## src/design/servo_axis_pid_clamp_deadband_unit_assert.svh

```systemverilog
// Assertion helpers for the servo axis unit.
`ifndef SERVO_AXIS_PID_CLAMP_DEADBAND_UNIT_ASSERT_SVH
`define SERVO_AXIS_PID_CLAMP_DEADBAND_UNIT_ASSERT_SVH

// Same-cycle implication, disabled in reset.
`define SPID_ASSERT_IMP(label, clk, rst, ante, cons) \
   label: assert property (@(posedge clk) disable iff (rst) (ante) |-> (cons)) \
      else $error("servo axis assertion failed");

// Next-cycle implication, disabled in reset.
`define SPID_ASSERT_NXT(label, clk, rst, ante, cons) \
   label: assert property (@(posedge clk) disable iff (rst) (ante) |=> (cons)) \
      else $error("servo axis assertion failed");

`endif

```

## src/design/spid_pkg.sv

```systemverilog
package spid_pkg;

   localparam int OFFSET_BITS = 11;
   localparam int SUM_BITS    = 24;

   localparam int GAIN_BITS  = 16;
   localparam int LIM_BITS   = 7;
   localparam int TRIP_BITS  = 7;
   localparam int DB_BITS    = 10;
   localparam int DRIVE_BITS = 8;
   localparam int KIND_BITS  = 2;
   localparam int FRAC_BITS  = 12;

   localparam int CSR_IDX_BITS  = 3;
   localparam int CSR_DATA_BITS = 16;

   // product and accumulator widths (gains carry an extra zero sign bit)
   localparam int DELTA_BITS = OFFSET_BITS + 1;
   localparam int PP_BITS    = OFFSET_BITS + GAIN_BITS + 1;
   localparam int PI_BITS    = SUM_BITS + GAIN_BITS + 1;
   localparam int PD_BITS    = DELTA_BITS + GAIN_BITS + 1;
   localparam int ACC_BITS   = ((PI_BITS > PD_BITS) ? PI_BITS : PD_BITS) + 2;
   localparam int DRV_BITS   = ACC_BITS - FRAC_BITS;
   localparam int CMP_BITS   = (OFFSET_BITS > DB_BITS) ? OFFSET_BITS : DB_BITS;

   localparam logic signed [OFFSET_BITS-1:0] OFF_MAX = {1'b0, {(OFFSET_BITS-1){1'b1}}};
   localparam logic signed [OFFSET_BITS-1:0] OFF_MIN = {1'b1, {(OFFSET_BITS-1){1'b0}}};
   localparam logic signed [SUM_BITS-1:0]    SUM_MAX = {1'b0, {(SUM_BITS-1){1'b1}}};
   localparam logic signed [SUM_BITS-1:0]    SUM_MIN = {1'b1, {(SUM_BITS-1){1'b0}}};

   // register indexes
   localparam logic [CSR_IDX_BITS-1:0] REG_GAIN_P   = 3'd0;
   localparam logic [CSR_IDX_BITS-1:0] REG_GAIN_I   = 3'd1;
   localparam logic [CSR_IDX_BITS-1:0] REG_GAIN_D   = 3'd2;
   localparam logic [CSR_IDX_BITS-1:0] REG_LIMIT    = 3'd3;
   localparam logic [CSR_IDX_BITS-1:0] REG_TRIP     = 3'd4;
   localparam logic [CSR_IDX_BITS-1:0] REG_DEADBAND = 3'd5;
   localparam logic [CSR_IDX_BITS-1:0] REG_INVERT   = 3'd6;

   // reset values
   localparam logic [GAIN_BITS-1:0] RST_GAIN_P   = 16'd3072;
   localparam logic [GAIN_BITS-1:0] RST_GAIN_I   = 16'd12;
   localparam logic [GAIN_BITS-1:0] RST_GAIN_D   = 16'd41;
   localparam logic [LIM_BITS-1:0]  RST_LIMIT    = 7'd27;
   localparam logic [TRIP_BITS-1:0] RST_TRIP     = 7'd6;
   localparam logic [DB_BITS-1:0]   RST_DEADBAND = 10'd10;

   // clamp kinds
   localparam logic [KIND_BITS-1:0] KIND_NONE = 2'd0;
   localparam logic [KIND_BITS-1:0] KIND_HIGH = 2'd1;
   localparam logic [KIND_BITS-1:0] KIND_LOW  = 2'd2;
   localparam logic [KIND_BITS-1:0] KIND_DEAD = 2'd3;

   typedef struct packed {
      logic [GAIN_BITS-1:0] gain_p;
      logic [GAIN_BITS-1:0] gain_i;
      logic [GAIN_BITS-1:0] gain_d;
      logic [LIM_BITS-1:0]  drive_limit;
      logic [TRIP_BITS-1:0] low_trip_offset;
      logic [DB_BITS-1:0]   dead_band;
      logic                 invert_error;
   } spid_cfg_type;

   typedef struct packed {
      logic signed [DRIVE_BITS-1:0] drive;
      logic [KIND_BITS-1:0]         clamp_kind;
   } spid_result_type;

endpackage

```

## src/design/spid_if.sv

```systemverilog
interface spid_req_if;
   import spid_pkg::*;
   logic                          valid;
   logic                          ready;
   logic signed [OFFSET_BITS-1:0] target_offset;
   modport source (output valid, output target_offset, input ready);
   modport sink (input valid, input target_offset, output ready);
endinterface

interface spid_rsp_if;
   import spid_pkg::*;
   logic                         valid;
   logic                         ready;
   logic signed [DRIVE_BITS-1:0] drive;
   logic [KIND_BITS-1:0]         clamp_kind;
   modport source (output valid, output drive, output clamp_kind, input ready);
   modport sink (input valid, input drive, input clamp_kind, output ready);
endinterface

interface spid_csr_if;
   import spid_pkg::*;
   logic                     valid;
   logic                     ready;
   logic [CSR_IDX_BITS-1:0]  index;
   logic [CSR_DATA_BITS-1:0] data;
   modport source (output valid, output index, output data, input ready);
   modport sink (input valid, input index, input data, output ready);
endinterface

```

## src/design/spid_clamp.sv

```systemverilog
module spid_clamp (
   input  logic signed [spid_pkg::ACC_BITS-1:0]    acc,
   input  logic [spid_pkg::OFFSET_BITS-1:0]        mag,
   input  spid_pkg::spid_cfg_type                  cfg,
   output spid_pkg::spid_result_type               result
);
   import spid_pkg::*;

   logic signed [DRV_BITS-1:0]   drv;
   logic                         round_up;
   logic signed [DRV_BITS-1:0]   lim_ext;
   logic signed [DRIVE_BITS-1:0] low_thr;
   logic signed [DRIVE_BITS-1:0] lim_s;
   logic                         in_band;

   // truncate toward zero: floor, then bump negatives with a fraction
   assign round_up = acc[ACC_BITS-1] && (acc[FRAC_BITS-1:0] != '0);
   assign drv      = acc[ACC_BITS-1:FRAC_BITS] + DRV_BITS'(round_up);

   assign lim_s   = $signed({1'b0, cfg.drive_limit});
   assign lim_ext = DRV_BITS'(lim_s);
   assign low_thr = $signed({1'b0, cfg.low_trip_offset}) - lim_s;
   assign in_band = CMP_BITS'(mag) <= CMP_BITS'(cfg.dead_band);

   always_comb begin
      if (drv >= lim_ext) begin
         result.drive      = lim_s;
         result.clamp_kind = KIND_HIGH;
      end else if (drv <= DRV_BITS'(low_thr)) begin
         result.drive      = -lim_s;
         result.clamp_kind = KIND_LOW;
      end else if (in_band) begin
         result.drive      = '0;
         result.clamp_kind = KIND_DEAD;
      end else begin
         // strictly inside +-limit here, so the low byte is exact
         result.drive      = drv[DRIVE_BITS-1:0];
         result.clamp_kind = KIND_NONE;
      end
   end

endmodule

```

## src/design/servo_axis_pid_clamp_deadband_unit.sv

```systemverilog
// Servo axis PID controller with output clamp and deadband.
// req_chan carries one signed target offset per request; rsp_chan returns
// one drive value and clamp kind for each, in order. csr_chan writes the
// gain, limit, trip, deadband and invert registers by index; it is always
// ready and unknown indexes are ignored. Write it only while idle.
// An accepted request passes through the input register and then the
// result register, from which its result is offered to rsp_chan.
// Throughput: one request per cycle while the receiver does not stall.
// The error and saturating sum are formed as the request is taken into the
// input register; the three gain products, their sum, the truncation and
// the clamp settle combinationally into the result register.
// The error sum and last error update as each request is accepted.
// Reset (synchronous, active high) restores register defaults, clears
// the error sum and last error, and empties both registers.
// When the receiver stalls, the result waits in the result register;
// req_chan.ready drops only once the input and result registers both hold
// a request.
`include "servo_axis_pid_clamp_deadband_unit_assert.svh"

module servo_axis_pid_clamp_deadband_unit (
   input  logic       clock,
   input  logic       reset,
   spid_req_if.sink   req_chan,
   spid_rsp_if.source rsp_chan,
   spid_csr_if.sink   csr_chan
);
   import spid_pkg::*;

   spid_cfg_type cfg_ff;

   logic signed [SUM_BITS-1:0]    error_sum_ff, error_sum_in;
   logic signed [OFFSET_BITS-1:0] last_error_ff;

   // input register: error terms
   logic                          v1_ff;
   logic signed [OFFSET_BITS-1:0] s1_err_ff, s1_err_in;
   logic signed [SUM_BITS-1:0]    s1_sum_ff;
   logic signed [DELTA_BITS-1:0]  s1_delta_ff, s1_delta_in;
   logic [OFFSET_BITS-1:0]        s1_mag_ff, s1_mag_in;

   // products
   logic signed [PP_BITS-1:0] prod_p;
   logic signed [PI_BITS-1:0] prod_i;
   logic signed [PD_BITS-1:0] prod_d;

   // result register
   logic            v2_ff;
   spid_result_type rsp_ff, rsp_in;

   logic signed [ACC_BITS-1:0]    acc;
   logic signed [SUM_BITS:0]      sum_wide;
   logic signed [OFFSET_BITS-1:0] offset;
   logic                          ld1, ld2, accept;

   assign ld2    = !v2_ff || rsp_chan.ready;
   assign ld1    = !v1_ff || ld2;
   assign accept = req_chan.valid && ld1;

   assign req_chan.ready      = ld1;
   assign rsp_chan.valid      = v2_ff;
   assign rsp_chan.drive      = rsp_ff.drive;
   assign rsp_chan.clamp_kind = rsp_ff.clamp_kind;
   assign csr_chan.ready      = 1'b1;

   always_ff @(posedge clock) begin
      if (reset) begin
         cfg_ff.gain_p          <= RST_GAIN_P;
         cfg_ff.gain_i          <= RST_GAIN_I;
         cfg_ff.gain_d          <= RST_GAIN_D;
         cfg_ff.drive_limit     <= RST_LIMIT;
         cfg_ff.low_trip_offset <= RST_TRIP;
         cfg_ff.dead_band       <= RST_DEADBAND;
         cfg_ff.invert_error    <= 1'b0;
      end else if (csr_chan.valid) begin
         case (csr_chan.index)
            REG_GAIN_P:   cfg_ff.gain_p          <= csr_chan.data[GAIN_BITS-1:0];
            REG_GAIN_I:   cfg_ff.gain_i          <= csr_chan.data[GAIN_BITS-1:0];
            REG_GAIN_D:   cfg_ff.gain_d          <= csr_chan.data[GAIN_BITS-1:0];
            REG_LIMIT:    cfg_ff.drive_limit     <= csr_chan.data[LIM_BITS-1:0];
            REG_TRIP:     cfg_ff.low_trip_offset <= csr_chan.data[TRIP_BITS-1:0];
            REG_DEADBAND: cfg_ff.dead_band       <= csr_chan.data[DB_BITS-1:0];
            REG_INVERT:   cfg_ff.invert_error    <= csr_chan.data[0];
            default: ;
         endcase
      end
   end

   // error, saturating sum, error difference and offset magnitude from the incoming request
   always_comb begin
      offset = req_chan.target_offset;
      if (cfg_ff.invert_error) begin
         s1_err_in = (offset == OFF_MIN) ? OFF_MAX : -offset;
      end else begin
         s1_err_in = offset;
      end
      sum_wide = (SUM_BITS+1)'(error_sum_ff) + (SUM_BITS+1)'(s1_err_in);
      if (sum_wide[SUM_BITS] != sum_wide[SUM_BITS-1]) begin
         error_sum_in = sum_wide[SUM_BITS] ? SUM_MIN : SUM_MAX;
      end else begin
         error_sum_in = sum_wide[SUM_BITS-1:0];
      end
      s1_delta_in = DELTA_BITS'(s1_err_in) - DELTA_BITS'(last_error_ff);
      s1_mag_in   = offset[OFFSET_BITS-1] ? (~offset + 1'b1) : offset;
   end

   assign prod_p = $signed({1'b0, cfg_ff.gain_p}) * s1_err_ff;
   assign prod_i = $signed({1'b0, cfg_ff.gain_i}) * s1_sum_ff;
   assign prod_d = $signed({1'b0, cfg_ff.gain_d}) * s1_delta_ff;

   assign acc = ACC_BITS'(prod_p) + ACC_BITS'(prod_i) + ACC_BITS'(prod_d);

   spid_clamp u_clamp (
      .acc    (acc),
      .mag    (s1_mag_ff),
      .cfg    (cfg_ff),
      .result (rsp_in)
   );

   always_ff @(posedge clock) begin
      if (reset) begin
         error_sum_ff  <= '0;
         last_error_ff <= '0;
         v1_ff         <= 1'b0;
         v2_ff         <= 1'b0;
      end else begin
         if (accept) begin
            error_sum_ff  <= error_sum_in;
            last_error_ff <= s1_err_in;
         end
         if (ld1) begin
            v1_ff <= req_chan.valid;
         end
         if (ld2) begin
            v2_ff <= v1_ff;
         end
      end
   end

   always_ff @(posedge clock) begin
      if (accept) begin
         s1_err_ff   <= s1_err_in;
         s1_sum_ff   <= error_sum_in;
         s1_delta_ff <= s1_delta_in;
         s1_mag_ff   <= s1_mag_in;
      end
      if (ld2 && v1_ff) begin
         rsp_ff <= rsp_in;
      end
   end

   `SPID_ASSERT_IMP(a_dead_zero, clock, reset,
      v2_ff && rsp_ff.clamp_kind == KIND_DEAD, rsp_ff.drive == '0)
   `SPID_ASSERT_IMP(a_high_nonneg, clock, reset,
      v2_ff && rsp_ff.clamp_kind == KIND_HIGH, !rsp_ff.drive[DRIVE_BITS-1])
   `SPID_ASSERT_IMP(a_low_nonpos, clock, reset,
      v2_ff && rsp_ff.clamp_kind == KIND_LOW, rsp_ff.drive[DRIVE_BITS-1] || rsp_ff.drive == '0)
   `SPID_ASSERT_IMP(a_full_stall, clock, reset,
      v1_ff && v2_ff && !rsp_chan.ready, !req_chan.ready)
   `SPID_ASSERT_NXT(a_stage1_held, clock, reset, v1_ff && !ld2, v1_ff)

endmodule
```

## src/flat_wrapper.sv

```systemverilog
// flat-port wrapper written by rule: the top's interface ports become plain ports
module servo_axis_pid_clamp_deadband_unit_flat import spid_pkg::*;
  (clock, reset, req_chan_valid, req_chan_target_offset, req_chan_ready, rsp_chan_valid, rsp_chan_drive, rsp_chan_clamp_kind, rsp_chan_ready, csr_chan_valid, csr_chan_index, csr_chan_data, csr_chan_ready);
  spid_req_if req_chan_i ();
  spid_rsp_if rsp_chan_i ();
  spid_csr_if csr_chan_i ();
  input  logic clock;
  input  logic reset;
  input wire logic [$bits(req_chan_i.valid)-1:0] req_chan_valid;
  input wire logic [$bits(req_chan_i.target_offset)-1:0] req_chan_target_offset;
  output wire logic [$bits(req_chan_i.ready)-1:0] req_chan_ready;
  output wire logic [$bits(rsp_chan_i.valid)-1:0] rsp_chan_valid;
  output wire logic [$bits(rsp_chan_i.drive)-1:0] rsp_chan_drive;
  output wire logic [$bits(rsp_chan_i.clamp_kind)-1:0] rsp_chan_clamp_kind;
  input wire logic [$bits(rsp_chan_i.ready)-1:0] rsp_chan_ready;
  input wire logic [$bits(csr_chan_i.valid)-1:0] csr_chan_valid;
  input wire logic [$bits(csr_chan_i.index)-1:0] csr_chan_index;
  input wire logic [$bits(csr_chan_i.data)-1:0] csr_chan_data;
  output wire logic [$bits(csr_chan_i.ready)-1:0] csr_chan_ready;
  assign req_chan_i.valid = req_chan_valid;
  assign req_chan_i.target_offset = req_chan_target_offset;
  assign req_chan_ready = req_chan_i.ready;
  assign rsp_chan_valid = rsp_chan_i.valid;
  assign rsp_chan_drive = rsp_chan_i.drive;
  assign rsp_chan_clamp_kind = rsp_chan_i.clamp_kind;
  assign rsp_chan_i.ready = rsp_chan_ready;
  assign csr_chan_i.valid = csr_chan_valid;
  assign csr_chan_i.index = csr_chan_index;
  assign csr_chan_i.data = csr_chan_data;
  assign csr_chan_ready = csr_chan_i.ready;
  servo_axis_pid_clamp_deadband_unit u_core (.clock(clock), .reset(reset), .req_chan(req_chan_i), .rsp_chan(rsp_chan_i), .csr_chan(csr_chan_i));
endmodule
```

## config.mk

```make
export PLATFORM = sky130hd
export DESIGN_NAME = servo_axis_pid_clamp_deadband_unit_flat
export DESIGN_NICKNAME = d
export VERILOG_FILES = /design/src/design/spid_pkg.sv /design/src/design/spid_if.sv /design/src/design/spid_clamp.sv /design/src/design/servo_axis_pid_clamp_deadband_unit.sv /design/src/flat_wrapper.sv
export VERILOG_INCLUDE_DIRS = /design/src /design/src/design
export SDC_FILE = /design/constraint.sdc
export NUM_CORES = 2
export LEC_CHECK = 0
export ABC_AREA = 1
export BUFFER_PORTS_ARGS = -buffer_cell sky130_fd_sc_hd__buf_2
export CAP_MARGIN = 20
export CORE_ASPECT_RATIO = 0.7
export CORE_MARGIN = 4
export CORE_UTILIZATION = 30
export CTS_CLUSTER_DIAMETER = 200
export DETAILED_ROUTE_END_ITERATION = 8
export HOLD_SLACK_MARGIN = 0.15
export PLACE_DENSITY = 0.46
export RECOVER_POWER = 100
export REMOVE_ABC_BUFFERS = 1
export SYNTH_ARGS = -nofsm -noshare
export SYNTH_HDL_FRONTEND = slang
export SYNTH_SLANG_ARGS = --single-unit
```

## constraint.sdc

```tcl
create_clock -name clock -period 10.8 [get_ports clock]
set_input_delay 1.62 -clock clock [delete_from_list [all_inputs] [get_ports clock]]
set_output_delay 1.62 -clock clock [all_outputs]
set_load 0.02 [all_outputs]
```

==> PnR_summary.wiki <==
{| class="wikitable"
! Metric !! Value
|-
| Status || finished with violations
|-
| Violated checks || max-capacitance violations, max-slew violations
|-
| Number of violations reported at the end of detailed-routing iteration 0 || about 2800
|-
| Synth Instances || roughly 5400
|-
| Commonest cells in the netlist || sky130_fd_sc_hd__inv_1 (1551), sky130_fd_sc_hd__nand2_1 (1321), sky130_fd_sc_hd__fa_1 (767)
|-
| Final Net Count || 6629
|-
| Clock slew at reported path FFs || approximately 80 ps
|-
| Distinct cells, synth || 54
|-
| Global route overflow || 0
|-
| Area of the multi-input gates || between 30000 and 40000 sq um
|-
| Cell with the biggest individual delay on the critical path || sky130_fd_sc_hd__fa_1
|-
| Type of the worst setup path || reg -> reg
|-
| Residual DRC || 0
|-
| Syn avg cell area || around 7.6 sq um
|-
| # port buffers || 46
|-
| Core outline area || 135400 sq um
|-
| H-tree depth || 4
|-
| Number of buffers inserted during clock tree synthesis || 17
|-
| Type of destination of the critical path || flop
|-
| Transition time at the pin with the least slew margin || between 4000 and 5000 ps
|-
| Setup violation total in the final timing report || 0
|-
| Placed cell count || just over 7000
|-
| Peak clock frequency supported by timing || 0.09718 GHz
|-
| Kind of path behind the tightest hold check || reg -> reg
|-
| Final-report hold violation count || 0
|-
| Sequential cell area || approximately 4300 sq um
|-
| Clk sinks || ~180
|-
| Area of all placed cells without fillers || 45670 sq um
|-
| Main synth FF type || sky130_fd_sc_hd__dfxtp_1
|-
| Maximum buffer depth of the clock tree || 2
|-
| CTS tree || yes
|-
| IO Count || 48
|-
| Post-synthesis sequential element count || between 150 and 200
|-
| Slowest Stage Delay on Critical Path || 600 ps
|-
| Number of placement rows || around 110
|-
| Setup repair after global routing missed its margin || no
|-
| Vias in the first global route || 32690
|-
| Number of enable-type register cells in the synthesized netlist || slightly below 70
|-
| Required time at the worst-slack endpoint || about 11000 ps
|-
| Critical path arrival || 10540 ps
|-
| Clock root buffer master || sky130_fd_sc_hd__clkbuf_16
|-
| Area growth syn-to-layout || 11.75%
|-
| Die outline area || about 140000 sq um
|-
| Clock Latency Late Sink || roughly 490 ps
|-
| Initial antenna violation count || 5
|-
| Total Neg Setup Slack || 0 ps
|-
| Cell with the most instances on the worst path || sky130_fd_sc_hd__nand2_1
|-
| Routed length per instance || 19.10 um
|-
| Largest net degree at the start of global routing || between 80 and 90
|-
| Cell area after technology mapping || 40870 sq um
|-
| Routability Congestion || about 0.91
|-
| WL final || 139000 um
|-
| Dominant cells by area after synthesis || sky130_fd_sc_hd__fa_1 (38%), sky130_fd_sc_hd__inv_1 (14%), sky130_fd_sc_hd__nand2_1 (12%), sky130_fd_sc_hd__ha_1 (11%), sky130_fd_sc_hd__dfxtp_1 (5.4%)
|-
| Die width || between 400 and 500 um
|-
| Share of synthesized area occupied by flip-flops and latches || about a tenth
|-
| Post-detailed-placement cell area || about 44000 sq um
|-
| Chip height || around 320 um
|-
| Starting density of the core || 30.17%
|-
| Count of maximum capacitance violations || 4
|-
| Share of flip-flops with an asynchronous set or reset || 0%
|-
| CP Launch Type || flop
|-
| Worst rel slew slack || -185.0%
|-
| Final Max Slew Viols || around 220
|-
| Layout cell share with drive strength beyond 1 || between 8 and 9%
|-
| Crit share post-route || 95.28%
|-
| Total GRT Usage || 19.90%
|-
| DR pass1 iterations || 5
|-
| Shortest period the worst path allows || about 10000 ps
|-
| Most used standard cell by instance count after synthesis || sky130_fd_sc_hd__inv_1
|-
| Fin Hold WS || between 400 and 500 ps
|-
| Non-filler instance count after layout || a little over 7000
|-
| Cell type with the highest aggregate area in the netlist || sky130_fd_sc_hd__fa_1
|-
| Number of vias per cell after detailed routing || around 4.5
|-
| Final antenna-violating net count || 0
|-
| Count of fill cells added during filler insertion || 14530
|-
| Critical path fanouts, max || 7
|-
| Yosys Warn Count || 0
|-
| Area share of the leading cell type in the synthesized netlist || between 30% and 40%
|-
| Global-route wire length before repair || about 210000 um
|-
| Routed vias || between 30000 and 40000
|-
| Clock skew after layout || between 15 and 20 ps
|-
| HPWL after detailed placement || ~120000 um
|}
-- repair_timing --
action | CTS | global route
gates resized for setup | 0 | 82
hold endpoints to repair | 0 | 0
buffers inserted | 0 | 47
hold buffers | 0 | 0
endpoints found under the setup margin | 0 | 10
-- critical path, delay by kind of cell (launching register included) --
family          cells  cell delay (ps)
compound gates      2              250
xor+xnor            2              680
fa+ha+maj          11             5090
buf+inv             8              580
flops               1              580
simple gates       26             2830
-- path summary, 6_finish.rpt --
check                                                           to  slack (ps)                           from  cells past startpoint
worst max-delay path            u_core.rsp_chan.drive[1]$_DFFE_PP_         510  u_core.s1_err_ff[9]$_DFFE_PP_                     49
worst max register to register  u_core.rsp_chan.drive[1]$_DFFE_PP_         510  u_core.s1_err_ff[9]$_DFFE_PP_                     49
worst min-delay path                 u_core.cfg_ff[7]$_SDFFE_PP0P_         460  u_core.cfg_ff[7]$_SDFFE_PP0P_                      2
worst min register to register       u_core.cfg_ff[7]$_SDFFE_PP0P_         460  u_core.cfg_ff[7]$_SDFFE_PP0P_                      2
-- cell usage in the layout (no fill, tap or decap), types with 31 or more instances in the layout --
master and n:
sky130_fd_sc_hd__inv_1 1544, sky130_fd_sc_hd__nand2_1 1317, sky130_fd_sc_hd__fa_1 759, sky130_fd_sc_hd__ha_1 334, sky130_fd_sc_hd__nor2_1 324, sky130_fd_sc_hd__buf_4 187
sky130_fd_sc_hd__o21ai_0 151, sky130_fd_sc_hd__nand3_1 124, sky130_fd_sc_hd__a21oi_1 108, sky130_fd_sc_hd__dfxtp_1 88, sky130_fd_sc_hd__edfxtp_1 68, sky130_fd_sc_hd__nand2_2 45
sky130_fd_sc_hd__xor2_1 39, sky130_fd_sc_hd__buf_12 38, sky130_fd_sc_hd__buf_2 32, sky130_fd_sc_hd__nand4_1 31
-- metrics by stage --
| stage | worst slack (ps) | util (%) |
|---|---|---|
| after floorplan | 822.9 | - |
| after global placement | 240.5 | 32.72 |
| after detailed placement | 188.2 | 32.72 |
| after CTS | 130.3 | 33.17 |
| after global routing | 14.32 | 33.72 |
| final | 509.6 | 33.72 |
-- registers in the layout (all words and copies together), names as in the netlist --
signal / cells
u_core.error_sum_ff: 24
u_core.s1_err_ff: 11
u_core.s1_delta_ff: 12
u_core.rsp_chan.valid: 1
u_core.last_error_ff: 11
u_core.s1_mag_ff: 11
u_core.v1_ff: 1
u_core.s1_sum_ff: 24
u_core.rsp_chan.drive: 8
u_core.cfg_ff: 73
u_core.rsp_chan.clamp_kind: 2
-- kinds of logic after synthesis --
family                   Yosys count  share of synthesized area (%)
AO/OA/AOI/OAI                    319                          4.301
XOR/XNOR                          66                          1.414
adder cells (fa/ha/maj)         1111                          48.10
buffers and inverters           1775                          16.32
flip-flops                       178                          10.38
other                              1                       0.009176
AND/OR/NAND/NOR                 1930                          19.47
-- layout make-up --
cell class	count	area share, %
Multi-Input combinational cell	3427	65.98
Inverter	1571	12.95
Sequential cell	178	9.358
Timing Repair Buffer	288	5.518
Tap cell	1782	4.882
Clock buffer	18	0.9616
Clock inverter	14	0.3507
Antenna cell	1	0.005479
-- layer usage --
| layer | track usage [%] | up-vias | part of all wire (%) |
|---|---|---|---|
| li1 | - | 15660 | - |
| met1 | 33.12 | 16110 | 54 |
| met2 | 26.12 | 857 | 37 |
| met3 | 4.897 | 40 | 8.7 |
| met4 | 1.354 | 0 | 0.55 |
| met5 | 0 | - | 0 |
Power is not shown: default switching activity piles up to over one toggle a cycle in this logic, so the estimate is an artifact.
